**src/pmru_pkg.sv**
```systemverilog
// pmru_pkg: shared constants, tables and types for the projection matrix
// rigid update unit. No dependencies.
package pmru_pkg;

    localparam int DIV_BITS          = 48;
    localparam int PITCH_W           = 24;
    localparam int DIM_W             = 13;
    localparam int CFG_IDX_W         = 2;
    localparam int CORDIC_STAGES_DEF = 24;
    localparam int QUEUE_DEPTH       = 4;
    localparam int ANG_W             = 34;
    localparam int XY_W              = 33;

    localparam logic [CFG_IDX_W-1:0] CFG_COLS  = 2'd0;
    localparam logic [CFG_IDX_W-1:0] CFG_ROWS  = 2'd1;
    localparam logic [CFG_IDX_W-1:0] CFG_PITCH = 2'd2;
    localparam logic [CFG_IDX_W-1:0] CFG_SPARE = 2'd3;

    localparam logic [DIM_W-1:0]   COLS_RESET  = 13'd1024;
    localparam logic [DIM_W-1:0]   ROWS_RESET  = 13'd1024;
    localparam logic [PITCH_W-1:0] PITCH_RESET = 24'd6554;

    localparam logic signed [ANG_W-1:0] Q30_PI      = 34'sd3373259426;
    localparam logic signed [ANG_W-1:0] Q30_HALF_PI = 34'sd1686629713;
    localparam logic signed [XY_W-1:0]  GAIN_INV    = 33'sd652032874;

    localparam logic [31:0] ATAN_Q30 [32] = '{
        32'h3243F6A8, 32'h1DAC6705, 32'h0FADBAFC, 32'h07F56EA6, 32'h03FEAB76, 32'h01FFD55B,
        32'h00FFFAAA, 32'h007FFF55, 32'h003FFFEA, 32'h001FFFFD, 32'h000FFFFF, 32'h0007FFFF,
        32'h0003FFFF, 32'h0001FFFF, 32'h0000FFFF, 32'h00007FFF, 32'h00003FFF, 32'h00001FFF,
        32'h00000FFF, 32'h000007FF, 32'h000003FF, 32'h000001FF, 32'h000000FF, 32'h0000007F,
        32'h0000003F, 32'h0000001F, 32'h0000000F, 32'h00000008, 32'h00000004, 32'h00000002,
        32'h00000001, 32'h00000000
    };

    typedef struct packed {
        logic [DIV_BITS-1:0]     mag_u;
        logic                    neg_u;
        logic [DIV_BITS-1:0]     mag_v;
        logic                    neg_v;
        logic signed [ANG_W-1:0] z;
        logic                    flip;
        logic signed [47:0]      top;
        logic signed [47:0]      mid;
        logic signed [47:0]      bot;
    } work_t;

    typedef struct packed {
        logic [DIM_W-1:0]   cols;
        logic [DIM_W-1:0]   rows;
        logic [PITCH_W-1:0] pitch;
    } cfg_t;

endpackage

```
**src/pmru_queue.sv**
```systemverilog
// pmru_queue: short request queue between front and back.
// Depends on pmru_pkg.
module pmru_queue (
    input  logic            clk,
    input  logic            rst_n,
    input  logic            push,
    input  pmru_pkg::work_t push_item,
    output logic            full,
    output logic            head_valid,
    output pmru_pkg::work_t head_item,
    input  logic            pop
);

    localparam int PW = $clog2(pmru_pkg::QUEUE_DEPTH);
    localparam int CW = $clog2(pmru_pkg::QUEUE_DEPTH + 1);

    pmru_pkg::work_t mem_reg [pmru_pkg::QUEUE_DEPTH];
    logic [PW-1:0]   wr_ptr_reg;
    logic [PW-1:0]   rd_ptr_reg;
    logic [CW-1:0]   count_reg;
    logic [CW-1:0]   count_next;

    assign full       = count_reg == CW'(pmru_pkg::QUEUE_DEPTH);
    assign head_valid = count_reg != '0;
    assign head_item  = mem_reg[rd_ptr_reg];

    always_comb
    begin
        case ({push, pop})
            2'b10:   count_next = CW'(count_reg + 1'b1);
            2'b01:   count_next = CW'(count_reg - 1'b1);
            default: count_next = count_reg;
        endcase
    end

    always_ff @(posedge clk or negedge rst_n)
    begin
        if (!rst_n)
        begin
            wr_ptr_reg <= '0;
            rd_ptr_reg <= '0;
            count_reg  <= '0;
        end
        else
        begin
            if (push)
                wr_ptr_reg <= PW'(wr_ptr_reg + 1'b1);
            if (pop)
                rd_ptr_reg <= PW'(rd_ptr_reg + 1'b1);
            count_reg <= count_next;
        end
    end

    always_ff @(posedge clk)
    begin
        if (push)
            mem_reg[wr_ptr_reg] <= push_item;
    end

    assert property (@(posedge clk) disable iff (!rst_n) pop |-> head_valid)
        else $error("queue popped while empty");
    assert property (@(posedge clk) disable iff (!rst_n) push |-> !full)
        else $error("queue pushed while full");
    assert property (@(posedge clk) disable iff (!rst_n)
        (push && !pop) |=> count_reg == CW'($past(count_reg) + 1'b1))
        else $error("queue count lost a push");

endmodule

```
**config.mk**
```make
export PLATFORM = sky130hd
export DESIGN_NAME = pmru_queue
export DESIGN_NICKNAME = d
export VERILOG_FILES = /design/src/pmru_pkg.sv /design/src/pmru_queue.sv
export SDC_FILE = /design/constraint.sdc
export NUM_CORES = 1
export LEC_CHECK = 0
export BUFFER_PORTS_ARGS = -buffer_cell sky130_fd_sc_hd__buf_2
export CORE_MARGIN = 5
export CORE_UTILIZATION = 45
export DETAILED_ROUTE_END_ITERATION = 6
export PLACE_DENSITY = 0.68
export SKIP_CTS_REPAIR_TIMING = 1
export SLEW_MARGIN = 30
export SYNTH_ARGS = -nofsm -noshare
export SYNTH_HDL_FRONTEND = slang
export SYNTH_SLANG_ARGS = --single-unit
export TNS_END_PERCENT = 30
```
**constraint.sdc**
```tcl
create_clock -name clk -period 9.7 [get_ports clk]
set_input_delay 1.455 -clock clk [delete_from_list [all_inputs] [get_ports clk]]
set_output_delay 1.455 -clock clk [all_outputs]
set_load 0.02 [all_outputs]
```
# Word level (Yosys, flattened, before mapping)
# Memory sizes are Yosys's and may differ from the RTL's.
# Index checks and enable logic that the tools add are counted.
# totals
ramBits	1108
output_inout_bits	279
memories	1
ff_bits	7
elab_cells	16
inputBits	281
# op_classes
addsub	4
reduce_logical	2
n_eq_ne	3
n_mux	3
# mem_list
name	words	word_bits	read_ports	rd_clocked_by_memory_dff	write_ports	line	source
mem_reg	4	277	1	0	1	pmru_queue.sv:17	pmru_pkg::work_t mem_reg [pmru_pkg::QUEUE_DEPTH];
# op_table
cell	count
3-bit one-hot mux with 2 select lines	1
2-bit by 1-bit adder with 2-bit output (second input constant)	2
3-bit by 1-bit adder with 3-bit output (second input constant)	1
3-bit equality test (second input constant)	1
3-bit nonzero test	1
3-bit by 1-bit subtractor with 3-bit output (second input constant)	1
2-bit by 1-bit equality test with 1-bit output (second input constant)	1
2-bit equality test (second input constant)	1
1-bit two-way mux	2
2-bit nonzero test	1

# Depth between registers and ports, before layout
# logic_depth
ltp_word	2
mapped_depth	7
mapped_depth_nobuf	7

# Least setup slack after synthesis
# Ideal clock, no wire load.
# synth_path
path_type	input to register
startpoint	input port push
endpoint	memory mem_reg[0][0] (netlist name) (enable)
setup_ps	672
arrival_time_ps	7709
path_buffers	0
t_required_ps	9028
path_slack_ps	1319
path_stages	1
cell_sequence	and2_1
# synth_via
elab_chain_len	2
# synth_rtl
item	line	source
start, declared	pmru_queue.sv:6	input logic push,
1-bit two-way mux	pmru_queue.sv:56	if (push)
1-bit two-way mux (implied by the code)	pmru_queue.sv:57	mem_reg[wr_ptr_reg] <= push_item;
end, declared	pmru_queue.sv:17	
# Every way passes these cells.

==> out/results.ini <==
[floorplanning]
boundaryPins = 560
core.rowCount = 109
initial_utilization_pct = 45.53
dieArea_um2 = 95790
die_y_um = 309.5
die_w_um = 309.5
core-area_um2 = 88650

[global_routing]
grt_use_met3_pct = 5.761
grt_pass1_wl_um = 121000
met2_usage_pct = 28.52
grt_max_degree = 148
grt_pass1_vias = 19240
antenna_found_initial = 30
grt_use_total_pct = 16.86
grt.overflow.total = 0
grt.busiest_layer = met2
use_met1_pct = 20.53

[synthesis]
synth_area_leaders = edfxtp_1, mux4_2, buf_6
synth_seq_cells = 1115
ys_warn_count = 0
avgSynthCellArea_um2 = 27.22
syn_area_um2 = 40360
synth_cells = 1483
synth_nets = 1770
synth_area_leader_cell = edfxtp_1
synth_cell_types = 18
seq_area_frac_synth_pct = 82.86
synth_top_area_share_pct = 82.43

[clock_network]
cts_sinks = 1115
htree_levels = 3
cts_tree = built
clock_latency_ns = 0.67
clk_path_buf_depth = 3
clk_root_buffer_cell = clkbuf_16
cts.reportedPaths.clkPinSlew_ns = 0.06
numCtsBuffers = 108

[placement]
portBuffers = 559
routabilityCongestion = 0.7533
post-dp-hpwl_um = 50730
dp_slack_ns = 5.046

[timing]
worst_slew_pin_slew_ns = 0.9442
slew_headroom_pct = 37.06
totalNegativeSetupSlack_ns = 0
slew_violations = 0
finClkSkew_ns = 0.01988
clock.fmax_mhz = 192.9
finalHoldViolations = 0
period_minus_slack_ns = 5.183
worst_slack_ns = 4.517
final.period_utilization_pct = 53.44
rsz0062_at_grt = false
finalSetupViolations = 0

[drt]
viasPerCell = 5.276
first_iter_violations = 1235
drtAntennaViolNets = 0
vias = 17880
wl_per_cell_um = 24.05
drc_errors = 0
dr.pass1.iters = 5
drt_wl_total_um = 81490

[cells_and_area]
drive_gt1_share_pct = 46.35
largest_reg_flops = 1108
nets = 2403
syn_to_final_growth_pct = 19.21

[worst_setup_path]
crit_chain = buf_12, buf_4, mux4_2, buf_2
crit_start = rd_ptr_reg[0]
cp_max_fo = 97
crit_required_ns = 8.25
slowest_delay_ns = 0.93
worst_path_max_delay_cell = dfrtp_4
critPathArrivalTime_ns = 3.73
rr_startpoint = wr_ptr_reg[0]
start_kind = flip-flop
crit_type = reg -> out
cp-end-kind = output port

[outcome]
status = complete, no violations

[job]
maxCapViolCount = 0

[power]
ir_worst_vdd_mv = 0.3161
total_power_w = 0.01535
power_density_nw_per_um2 = 319.0
leakage_nw = 16.25

[hold_path]
min_path_type = reg -> reg
hold_start = count_reg[2]

report_power, final:
| part | switching [W] | total (W) | internal (W) |
|---|---|---|---|
| logic | 0.00291 | 0.00477 | 0.00186 |
| registers | 0.000243 | 0.00654 | 0.00629 |
| clock network | 0.00169 | 0.00404 | 0.00235 |
metal layers:
layer / routed length, um / vias up
met4: 1982 / 26
met5: 168 / -
met3: 7057 / 141
li1: - / 7787
met2: 42710 / 584
met1: 29580 / 9342
synthesized netlist by cell type:
master    count
and2_1        4
buf_6        25
nand2_1       2
mux4_2      277
xnor2_1       2
nor2_1        1
edfxtp_1   1108
dfrtp_1       7
ha_1          5
o21ai_0       1
mux2i_1       1
fa_1          1
buf_2        30
or3_1         1
inv_1         6
clkbuf_1      7
xor2_1        4
and3_1        1
metrics by stage:
stage | hold WS (ns) | util, % | area [um2] | cells
after floorplan | 0.4495 | - | 40370 | 1483
after global placement | 0.4685 | 50.09 | 44400 | 3163
after detailed placement | 0.4934 | 50.17 | 44480 | 3166
after CTS | 0.5028 | 54.06 | 47920 | 3363
after global routing | 0.5370 | 54.25 | 48090 | 3378
final | 0.5052 | 54.28 | 48120 | 3389
logic make-up after synthesis:
logic type,after synthesis,synth area share (%)
AOI/OAI and AO/OA,1,0.01239
DFF,1115,82.86
adders and majority gates,6,0.2046
and+or+nand+nor,9,0.1209
muxes,278,15.48
buffers and inverters,68,1.190
xor gates and xnor gates,6,0.1302
layout make-up:
| cell class | instances | area [um2] |
|---|---|---|
| well taps | 1165 | 1458 |
| clock buffers | 126 | 2791 |
| fillers | 6638 | 40530 |
| multi-input cells | 300 | 6447 |
| diodes | 21 | 52.55 |
| repair buffers | 585 | 3237 |
| flip-flops and latches | 1115 | 33450 |
| clock inverters | 71 | 655.6 |
| inverters | 6 | 22.52 |
worst paths after layout:
check                                        to  slack [ns]  cells past startpoint
max in group asynchronous         rd_ptr_reg[1]        8.83                      1
worst min register to register     count_reg[2]        0.51                      1
worst min-delay path               count_reg[2]        0.51                      1
worst max register to register  mem_reg[3][114]        7.01                      5
worst max-delay path             head_item[159]        4.52                      4
min in group asynchronous         wr_ptr_reg[0]        0.64                      1
critical path: cells and delay by family (launching register included):
kind / cells / cell delay (ns)
flip-flops: 1 / 0.93
buffers and inverters: 3 / 1.34
multiplexers: 1 / 0.58
placed cells by master (no fill, tap or decap), types with 7 or more instances in the layout:
cell type     n
buf_12        8
buf_16        7
buf_2       559
buf_4        10
bufinv_16    11
clkbuf_1     17
clkbuf_16   109
clkinv_1     27
clkinv_2     21
diode_2      21
edfxtp_1   1108
mux4_2      277
No activity file was read; power rests on OpenSTA's default activity.
