<file path="src/pmru_pkg.sv">
// pmru_pkg: shared constants, tables and types for the projection matrix
// rigid update unit. No dependencies.
package pmru_pkg;

    localparam int DIV_BITS          = 48;
    localparam int PITCH_W           = 24;
    localparam int DIM_W             = 13;
    localparam int CFG_IDX_W         = 2;
    localparam int CORDIC_STAGES_DEF = 24;
    localparam int QUEUE_DEPTH       = 4;
    localparam int ANG_W             = 34;
    localparam int XY_W              = 33;

    localparam logic [CFG_IDX_W-1:0] CFG_COLS  = 2'd0;
    localparam logic [CFG_IDX_W-1:0] CFG_ROWS  = 2'd1;
    localparam logic [CFG_IDX_W-1:0] CFG_PITCH = 2'd2;
    localparam logic [CFG_IDX_W-1:0] CFG_SPARE = 2'd3;

    localparam logic [DIM_W-1:0]   COLS_RESET  = 13'd1024;
    localparam logic [DIM_W-1:0]   ROWS_RESET  = 13'd1024;
    localparam logic [PITCH_W-1:0] PITCH_RESET = 24'd6554;

    localparam logic signed [ANG_W-1:0] Q30_PI      = 34'sd3373259426;
    localparam logic signed [ANG_W-1:0] Q30_HALF_PI = 34'sd1686629713;
    localparam logic signed [XY_W-1:0]  GAIN_INV    = 33'sd652032874;

    localparam logic [31:0] ATAN_Q30 [32] = '{
        32'h3243F6A8, 32'h1DAC6705, 32'h0FADBAFC, 32'h07F56EA6, 32'h03FEAB76, 32'h01FFD55B,
        32'h00FFFAAA, 32'h007FFF55, 32'h003FFFEA, 32'h001FFFFD, 32'h000FFFFF, 32'h0007FFFF,
        32'h0003FFFF, 32'h0001FFFF, 32'h0000FFFF, 32'h00007FFF, 32'h00003FFF, 32'h00001FFF,
        32'h00000FFF, 32'h000007FF, 32'h000003FF, 32'h000001FF, 32'h000000FF, 32'h0000007F,
        32'h0000003F, 32'h0000001F, 32'h0000000F, 32'h00000008, 32'h00000004, 32'h00000002,
        32'h00000001, 32'h00000000
    };

    typedef struct packed {
        logic [DIV_BITS-1:0]     mag_u;
        logic                    neg_u;
        logic [DIV_BITS-1:0]     mag_v;
        logic                    neg_v;
        logic signed [ANG_W-1:0] z;
        logic                    flip;
        logic signed [47:0]      top;
        logic signed [47:0]      mid;
        logic signed [47:0]      bot;
    } work_t;

    typedef struct packed {
        logic [DIM_W-1:0]   cols;
        logic [DIM_W-1:0]   rows;
        logic [PITCH_W-1:0] pitch;
    } cfg_t;

endpackage

</file>
<file path="src/pmru_front.sv">
// pmru_front: input register stage; folds the angle and splits the shifts
// into sign and magnitude. Depends on pmru_pkg.
module pmru_front (
    input  logic                clk,
    input  logic                rst_n,
    input  logic                in_valid,
    output logic                in_stall,
    input  logic signed [31:0]  shift_u,
    input  logic signed [31:0]  shift_v,
    input  logic signed [15:0]  rot_angle,
    input  logic signed [47:0]  column_top,
    input  logic signed [47:0]  column_mid,
    input  logic signed [47:0]  column_bottom,
    input  logic                queue_full,
    output logic                push,
    output pmru_pkg::work_t     push_item
);

    logic                             front_vld_reg;
    pmru_pkg::work_t                  item_reg;
    pmru_pkg::work_t                  cls;
    logic [31:0]                      su_abs;
    logic [31:0]                      sv_abs;
    logic signed [pmru_pkg::ANG_W-1:0] z0;

    always_comb
    begin
        su_abs = shift_u[31] ? 32'(-shift_u) : 32'(shift_u);
        sv_abs = shift_v[31] ? 32'(-shift_v) : 32'(shift_v);
        z0     = pmru_pkg::ANG_W'(rot_angle) <<< 17;
        cls.mag_u = {su_abs, 16'd0};
        cls.neg_u = shift_u[31];
        cls.mag_v = {sv_abs, 16'd0};
        cls.neg_v = shift_v[31];
        cls.top   = column_top;
        cls.mid   = column_mid;
        cls.bot   = column_bottom;
        if (z0 > pmru_pkg::Q30_HALF_PI)
        begin
            cls.z    = z0 - pmru_pkg::Q30_PI;
            cls.flip = 1'b1;
        end
        else if (z0 < -pmru_pkg::Q30_HALF_PI)
        begin
            cls.z    = z0 + pmru_pkg::Q30_PI;
            cls.flip = 1'b1;
        end
        else
        begin
            cls.z    = z0;
            cls.flip = 1'b0;
        end
    end

    assign in_stall  = front_vld_reg && queue_full;
    assign push      = front_vld_reg && !queue_full;
    assign push_item = item_reg;

    always_ff @(posedge clk or negedge rst_n)
    begin
        if (!rst_n)
            front_vld_reg <= 1'b0;
        else if (!in_stall)
            front_vld_reg <= in_valid;
    end

    always_ff @(posedge clk)
    begin
        if (!in_stall && in_valid)
            item_reg <= cls;
    end

endmodule

</file>
<file path="config.mk">
export PLATFORM = sky130hd
export DESIGN_NAME = pmru_front
export DESIGN_NICKNAME = d
export VERILOG_FILES = /design/src/pmru_pkg.sv /design/src/pmru_front.sv
export SDC_FILE = /design/constraint.sdc
export NUM_CORES = 1
export LEC_CHECK = 0
export BUFFER_PORTS_ARGS = -buffer_cell sky130_fd_sc_hd__clkbuf_2
export CORE_AREA = 2 2 195 197
export CTS_BUF_LIST = sky130_fd_sc_hd__clkbuf_8 sky130_fd_sc_hd__clkbuf_16
export DETAILED_ROUTE_END_ITERATION = 8
export DIE_AREA = 0 0 197 199
export PLACE_DENSITY = 0.58
export SKIP_LAST_GASP = 1
export SLEW_MARGIN = 20
export SYNTH_ARGS = -nofsm -noshare
export SYNTH_HDL_FRONTEND = slang
export SYNTH_SLANG_ARGS = --single-unit
</file>
<file path="constraint.sdc">
create_clock -name clk -period 12.1 [get_ports clk]
set_clock_uncertainty 0.15 [all_clocks]
set_input_delay 2.42 -clock clk [delete_from_list [all_inputs] [get_ports clk]]
set_output_delay 2.42 -clock clk [all_outputs]
set_load 0.005 [all_outputs]
</file>
* Word level (Yosys, flattened, before mapping)
Index checks and enable logic that the tools add are counted.
** Word-level totals
- Word-level logic and storage cells :: 27
- Latch bits :: 0
- Bits in read-only memories :: 0
- Bits in writable memories :: 0
- Flip-flop bits (word level) :: 246
- Output and inout bits :: 279
- Input bits :: 228
- Memories :: 0
** Operators by class
- Divide/modulo/power cells :: 0
- Equal/unequal tests :: 0
- Multiply operators :: 0
- Mux-type cells :: 4
- Add/sub/neg operators :: 4
- $lt $le $gt $ge :: 2
- Shifts and indexed selects :: 0
- Reduce and logical (&&, ||, !) cells :: 5
- Bitwise gates (word level) :: 0
** Operator list (number)
- 35-bit 2-to-1 mux :: 2
- 32-bit negator :: 2
- 31-bit 2-to-1 mux :: 2
- 33-bit by 33-bit adder with 34-bit output (second input constant) :: 1
- 33-bit by 33-bit subtractor with 34-bit output (second input constant) :: 1
- 33-bit by 32-bit greater-than comparator with 1-bit output (second input constant) :: 1
- 33-bit by 32-bit < comparator with 1-bit output (second input constant) :: 1
- 1-bit logical AND :: 3
- 1-bit logical NOT :: 2

* Depth between registers and ports, before layout
Gate-level depths: netlist of the first run.
- Depth in word-level cells :: 3
- Gate-level depth with buffers :: 8
- Mapped depth without buffers :: 7

* Least setup slack after synthesis of the first run
Ideal clock, no wire load.
- Kind :: input -> register
- From :: input queue_full
- To :: register item_reg (netlist bit push_item[0]), enable pin
- Path buffers :: 0
- Required time :: 11.098 ns
- Cell stages on the path :: 2
- Setup slack :: -1.659 ns
- Data arrival time :: 12.757 ns
- Library setup time :: 0.852 ns
- Cell sequence :: and2_1 nor2b_1
** Between the ends
- Longest elaborated chain between the ends :: 3
** Ends and longest elaborated chain
- start: declaration :: RTL line pmru_front.sv:14 : input logic queue_full,
- 1-bit logical AND :: RTL line pmru_front.sv:55 : assign in_stall = front_vld_reg && queue_full;
- 1-bit logical NOT :: RTL line pmru_front.sv:69 : if (!in_stall && in_valid)
- 1-bit logical AND :: RTL line pmru_front.sv:69
- end signal: assignment :: RTL line pmru_front.sv:70 : item_reg <= cls;
- end: declaration :: RTL line pmru_front.sv:20 : pmru_pkg::work_t item_reg;
No other way between the ends.
A chain may end at the register's enable or synchronous reset.

* Worst setup path after layout of the first run
- From :: input queue_full
- To :: output push
** Between the ends
- Longest elaborated chain between the ends :: 2
** Ends and longest elaborated chain
- 1-bit logical NOT :: RTL line pmru_front.sv:56 : assign push = front_vld_reg && !queue_full;
- 1-bit logical AND :: RTL line pmru_front.sv:56
- end: declaration :: RTL line pmru_front.sv:15 : output logic push,
No other way between the ends.

==> flow_summary.toml, run 1 <==
[die]
dieArea_mm2 = 0.03920
io_pins = 507
die_x_um = 197
rows = 71
design.core.area_mm2 = 0.03713
start_util_pct = 25.18
chipHeight_um = 199

[pwr]
p_leak_nw = 5.329
p_per_area_mw_per_mm2 = 149.4
peakVddDrop_uv = 84.21
p_total_mw = 1.921

[logic_synthesis]
post-synth-top-area-cell = "edfxtp_1"
synth_ff_type = "edfxtp_1"
synth_edf_count = 230
yosysSeqAreaShare_pct = 74.13
syn_area_mm2 = 0.009350
synth_cell_types = 56
synth_seq_cells = 231
ys_async_sr_fraction_pct = 0.4329
synth_top_area_share_pct = 73.87
synth_cells = 571
avgSynthCellArea_um2 = 16.38
yosys_warnings = 0
ys_top_cells_by_area = "edfxtp_1, xnor2_1, buf_4, o21ai_0, o31ai_1"

[final_layout]
regArea_mm2 = 0.006932
multi_input_area_mm2 = 0.002085
layout_common_cells = "clkbuf_2, edfxtp_1, xnor2_1"
final_common_cell = "clkbuf_2"
largest_register_ffs = 230
fillers = 3671
drive_gt1_share_pct = 50.33
fin_area_mm2 = 0.01286
final_core_util_pct = 34.63
area_delta_synth_final_pct = 37.53
antenna_cells = 0
nets = 1274

[critical_path]
crit_fanout = 2
end_kind = "primary output"
crit_arrival_ns = 2.85
cp_slowest_cell = "nor2b_1"
crit_chain = "clkbuf_2 -> nor2b_1 -> clkbuf_2"
cp.required_ns = 9.53
criticalPathCategory = "primary input to primary output"
slowest_delay_ns = 0.18
crit_top_cell = "clkbuf_2"
start_kind = "primary input"

[global_routing]
globalRouteMet3Util_pct = 3.086
grt.overflow.total = 0
antenna_found_initial = 1
grt_usage_pct = 12.77
first_global_vias = 6375
grt_max_degree = 74
grt_use_met2_pct = 22.96
gr-usage-met1_pct = 15.03
busiest_layer = "met2"
grt_pass1_wl_mm = 38.11

[sta]
worst_slew_pin_slew_ns = 1.004
fin_setup_tns_ns = 0
final-setup-viol-count = 0
hold_viol_final = 0
final_max_slew_viol_count = 0
fin_crit_ns = 5.419
fmax_mhz = 184.5
grt_setup_unrepaired = "false"
min_period_over_period_pct = 44.78
maxSlewHeadroom_pct = 33.05

[detailed_routing]
drtIter0Drc = 340
viasPerCell = 4.288
firstDrtPassIters = 4
routed_wl_mm = 27.31
vias = 6574
drc = 0
antenna_left = 0
wl_per_cell_um = 17.82

[clock_network]
clk_pin_slew_ns = 0.06
cts_num_sinks = 231
post_cts_buffers = 0
cts_resized = 0
h-tree-depth = 1
cts_tree = "yes"
cts_buffer_depth = 3
clk_latency_ns = 0.53
cts_made_buffers = 26
root_buffer = "clkbuf_16"
cts_hold_buf = 0

[min_path]
min_path_type = "flop to flop"

[job]
drv_cap = 0

[placed_design]
gp_congestion = 0.8079
placedInstanceArea_mm2 = 0.01203
hpwl_mm = 21.31
io_buffers = 473

[status]
outcome = "finished, final reports clean"
[where the power goes]
part	switching, mW	internal [mW]	leakage, nW
Sequential	0.0141	0.945	2.20
Combinational	0.108	0.0858	2.70
Clock	0.323	0.445	0.426
[kinds of logic after synthesis]
logic type / share of synthesized area [%]
flops: 74.13
xor+xnor: 6.744
other cells: 0.04011
buf+inv: 4.978
simple gates: 6.196
fa+ha+maj: 0.8029
compound gates: 7.106
[critical path, delay by kind of cell]
| kind | cells | cell delay (ns) |
|---|---|---|
| buf+inv | 2 | 0.25 |
| simple gates | 1 | 0.18 |
[cell usage after synthesis, drive strengths merged (7+ instances only)]
library cell  instances
buf                  54
clkbuf               13
edfxtp              230
inv                   9
nand2                25
nand2b                7
nor2                  9
o21ai                25
o31ai                18
o41ai                 9
or3                  10
or4                   7
xnor2                68
[stage by stage]
stage | setup WS [ns] | cells | hold WS [ns]
3_5_place_dp | 6.503 | 1486 | 0.5316
2_1_floorplan | 2.881 | 603 | 0.4730
4_1_cts | 6.687 | 1533 | 0.5548
6_report | 6.681 | 1533 | 0.5564
3_3_place_gp | 6.586 | 1486 | 0.5311
5_1_grt | 6.668 | 1533 | 0.5732
[layer usage]
metal	vias up	wire length [um]
met2	336	14090
li1	3048	-
met3	40	2190
met4	2	522
met5	-	16
met1	3148	10500
[area by class of cell]
type / count / share of cell area [%]
multi-input cells: 296 / 16.21
clock buffers: 27 / 5.254
well taps: 474 / 4.612
clock inverters: 20 / 1.177
inverters: 9 / 0.2627
repair buffers: 476 / 18.58
flip-flops and latches: 231 / 53.90
[path summary, 6_finish.rpt]
check,startpoint,endpoint,slack [ns],cells past startpoint
worst max-delay path,queue_full,push,6.68,3
worst min-delay path,front_vld_reg,front_vld_reg,0.56,2
worst max register to register,front_vld_reg,push_item[167],8.70,4
worst min register to register,front_vld_reg,front_vld_reg,0.56,2
max in group asynchronous,rst_n,front_vld_reg,10.22,1
min in group asynchronous,rst_n,front_vld_reg,1.50,1
Power figures use the tool's default switching activity.
==> inputs of run 2 (changes only) <==
--- a/config.mk
+++ b/config.mk
@@ -6,11 +6,11 @@
 export NUM_CORES = 1
 export LEC_CHECK = 0
 export BUFFER_PORTS_ARGS = -buffer_cell sky130_fd_sc_hd__clkbuf_2
-export CORE_AREA = 2 2 195 197
+export CORE_AREA = 2 2 197 199
 export CTS_BUF_LIST = sky130_fd_sc_hd__clkbuf_8 sky130_fd_sc_hd__clkbuf_16
 export DETAILED_ROUTE_END_ITERATION = 8
-export DIE_AREA = 0 0 197 199
-export PLACE_DENSITY = 0.58
+export DIE_AREA = 0 0 199 201
+export PLACE_DENSITY = 0.55
 export SKIP_LAST_GASP = 1
 export SLEW_MARGIN = 20
 export SYNTH_ARGS = -nofsm -noshare
==> constraint.sdc (replaced) <==
create_clock -name clk -period 5.1 [get_ports clk]
set_clock_uncertainty 0.15 [all_clocks]
set_input_delay 1.02 -clock clk [delete_from_list [all_inputs] [get_ports clk]]
set_output_delay 1.02 -clock clk [all_outputs]
set_load 0.005 [all_outputs]
==> run 2 against run 1 <==
Combinational power rose by 140%; count of clock-buffer cells in the layout did not move; non-clock buffer count rose by 4; first-iteration DRC count fell by 29%; utilization fell by 0.40 points; clock power rose to 2.5 times the previous value; largest power group unchanged; highest routed layer unchanged.
==> flow_summary.toml, run 2 (synthesis gave the netlist of run 1 again) <==
[final_layout]
drive_gt1_share_pct = 50.75
antenna_cells = 0
layout_common_cells = "clkbuf_2, edfxtp_1, xnor2_1"
final_cells = 1584
nets = 1279
final_core_util_pct = 34.23
largest_register_ffs = 230
final_common_cell = "clkbuf_2"
area_delta_synth_final_pct = 39.52

[pwr]
peakVddDrop_uv = 201.3
power.internal_mw = 3.619
p_per_area_mw_per_mm2 = 359.6
swShare_pct = 22.85
combPwrFrac_pct = 10.0
pwr-share-clk_pct = 41.5
p_seq_share_pct = 48.5
switching_power_mw = 1.072
p_leak_nw = 5.390

[critical_path]
slowest_delay_ns = 0.73
start_kind = "primary input"
crit_chain = "clkbuf_2 -> nor4_2 -> nand3b_1 -> or3_1 -> o31ai_1 -> xnor2_1"
cp_slowest_cell = "nor4_2"
criticalPathCategory = "primary input to flop"
worstRegToRegCells = 3
worst-path-buf-inv = 1
crit_fanout = 5
timing.rr.start = "front_vld_reg"
end_kind = "flop"
crit_arrival_ns = 2.90
r2r_slack_ns = 2.81
r2r-end = "push_item[223]"
crit_family = "simple AND/OR/NAND/NOR gates"
cp.required_ns = 5.24

[clock_network]
clk_pin_slew_ns = 0.06
h-tree-depth = 1
root_buffer = "clkbuf_16"
post_cts_buffers = 0
cts_num_sinks = 231
cts_tree = "yes"
cts_hold_buf = 0
cts_resized = 0
cts_made_buffers = 27
clk_latency_ns = 0.55
cts_buffer_depth = 3

[global_routing]
grt_pass1_wl_mm = 40.16
antenna_found_initial = 3
grt_max_degree = 90
grt_usage_pct = 13.29
grt.overflow.total = 0
first_global_vias = 6434

[sta]
maxSlewHeadroom_pct = 42.16
fmax_mhz = 361.4
final-setup-viol-count = 0
min_period_over_period_pct = 54.25
fin_crit_ns = 2.767
grt_setup_unrepaired = "false"
worst_slew_pin_slew_ns = 0.8657
final_max_slew_viol_count = 0
hold_viol_final = 0

[die]
start_util_pct = 24.54
chipHeight_um = 201
die_x_um = 199
dieArea_mm2 = 0.04000
io_pins = 507
rows = 72
design.core.area_mm2 = 0.03811

[placed_design]
io_buffers = 473
hpwl_mm = 22.08
placed_cells = 1534
gp_congestion = 0.8363

[job]
drv_cap = 0

[detailed_routing]
vias = 6514
drtIter0Drc = 240
antenna_left = 0
wl_per_cell_um = 17.69
firstDrtPassIters = 4
viasPerCell = 4.112
drc = 0
routed_wl_mm = 28.03

[status]
outcome = "finished, final reports clean"

[min_path]
min_path_type = "primary input to asynchronous set/reset pin"
[run 2: cell count changes in the layout (fill, tap and decap cells not counted), moves of 2 or more]
cell,change
clkinv_2,+2
bufinv_16,+2
clkinv_4,-2
inv_1,-2
buf_12,+2
clkinv_1,+2
buf_4,+2
[run 2: per-layer routing]
metal  track usage (%)  part of all wire, %
met5                 0                0.046
met1             15.75                   39
met2             23.53                   50
met3             3.898                  8.3
met4             3.145                  2.1
[run 2: how the worst max path moves through the flow]
stage,startpoint,endpoint,depth (start not counted)
after floorplan,queue_full,push_item[0],2
after global placement,rot_angle[7],push_item[178],6
after detailed placement,rot_angle[7],push_item[176],6
after CTS,rot_angle[8],push_item[176],6
after global routing,shift_v[3],push_item[213],6
final,shift_v[3],push_item[213],6
[run 2: area by class of cell]
type,instances,area (um2)
timing repair buffer,480,2445
fill,3780,25060
tap,518,648.1
sequential,231,6932
multi-input combinational,296,2087
clock inverter,23,224.0
inverter,9,33.78
clock buffer,27,675.6
[run 2: through the flow]
| step | cell area, um2 | hold slack, ns | setup WS [ns] | setup TNS, ns | power [mW] |
|---|---|---|---|---|---|
| 6_report | 13050 | 0.08252 | 2.333 | 0 | 4.691 |
| 3_5_place_dp | 12140 | 0.4712 | 1.586 | 0 | 2.795 |
| 2_1_floorplan | 9480 | 0.4482 | -0.05346 | -12.30 | 2.530 |
| 4_1_cts | 13040 | 0.04458 | 2.192 | 0 | 4.781 |
| 3_3_place_gp | 12140 | 0.4548 | 1.672 | 0 | 2.786 |
| 5_1_grt | 13050 | 0.05159 | 2.204 | 0 | 4.892 |
[run 2: power by group through the flow]
| stage | sequential, mW | clock, mW | combinational [mW] |
|---|---|---|---|
| final | 2.28 | 1.95 | 0.468 |
| after detailed placement | 2.32 | 0 | 0.477 |
| after global routing | 2.29 | 2.09 | 0.519 |
| after CTS | 2.28 | 2.03 | 0.478 |
| after floorplan | 2.34 | 0 | 0.193 |
| after global placement | 2.32 | 0 | 0.470 |
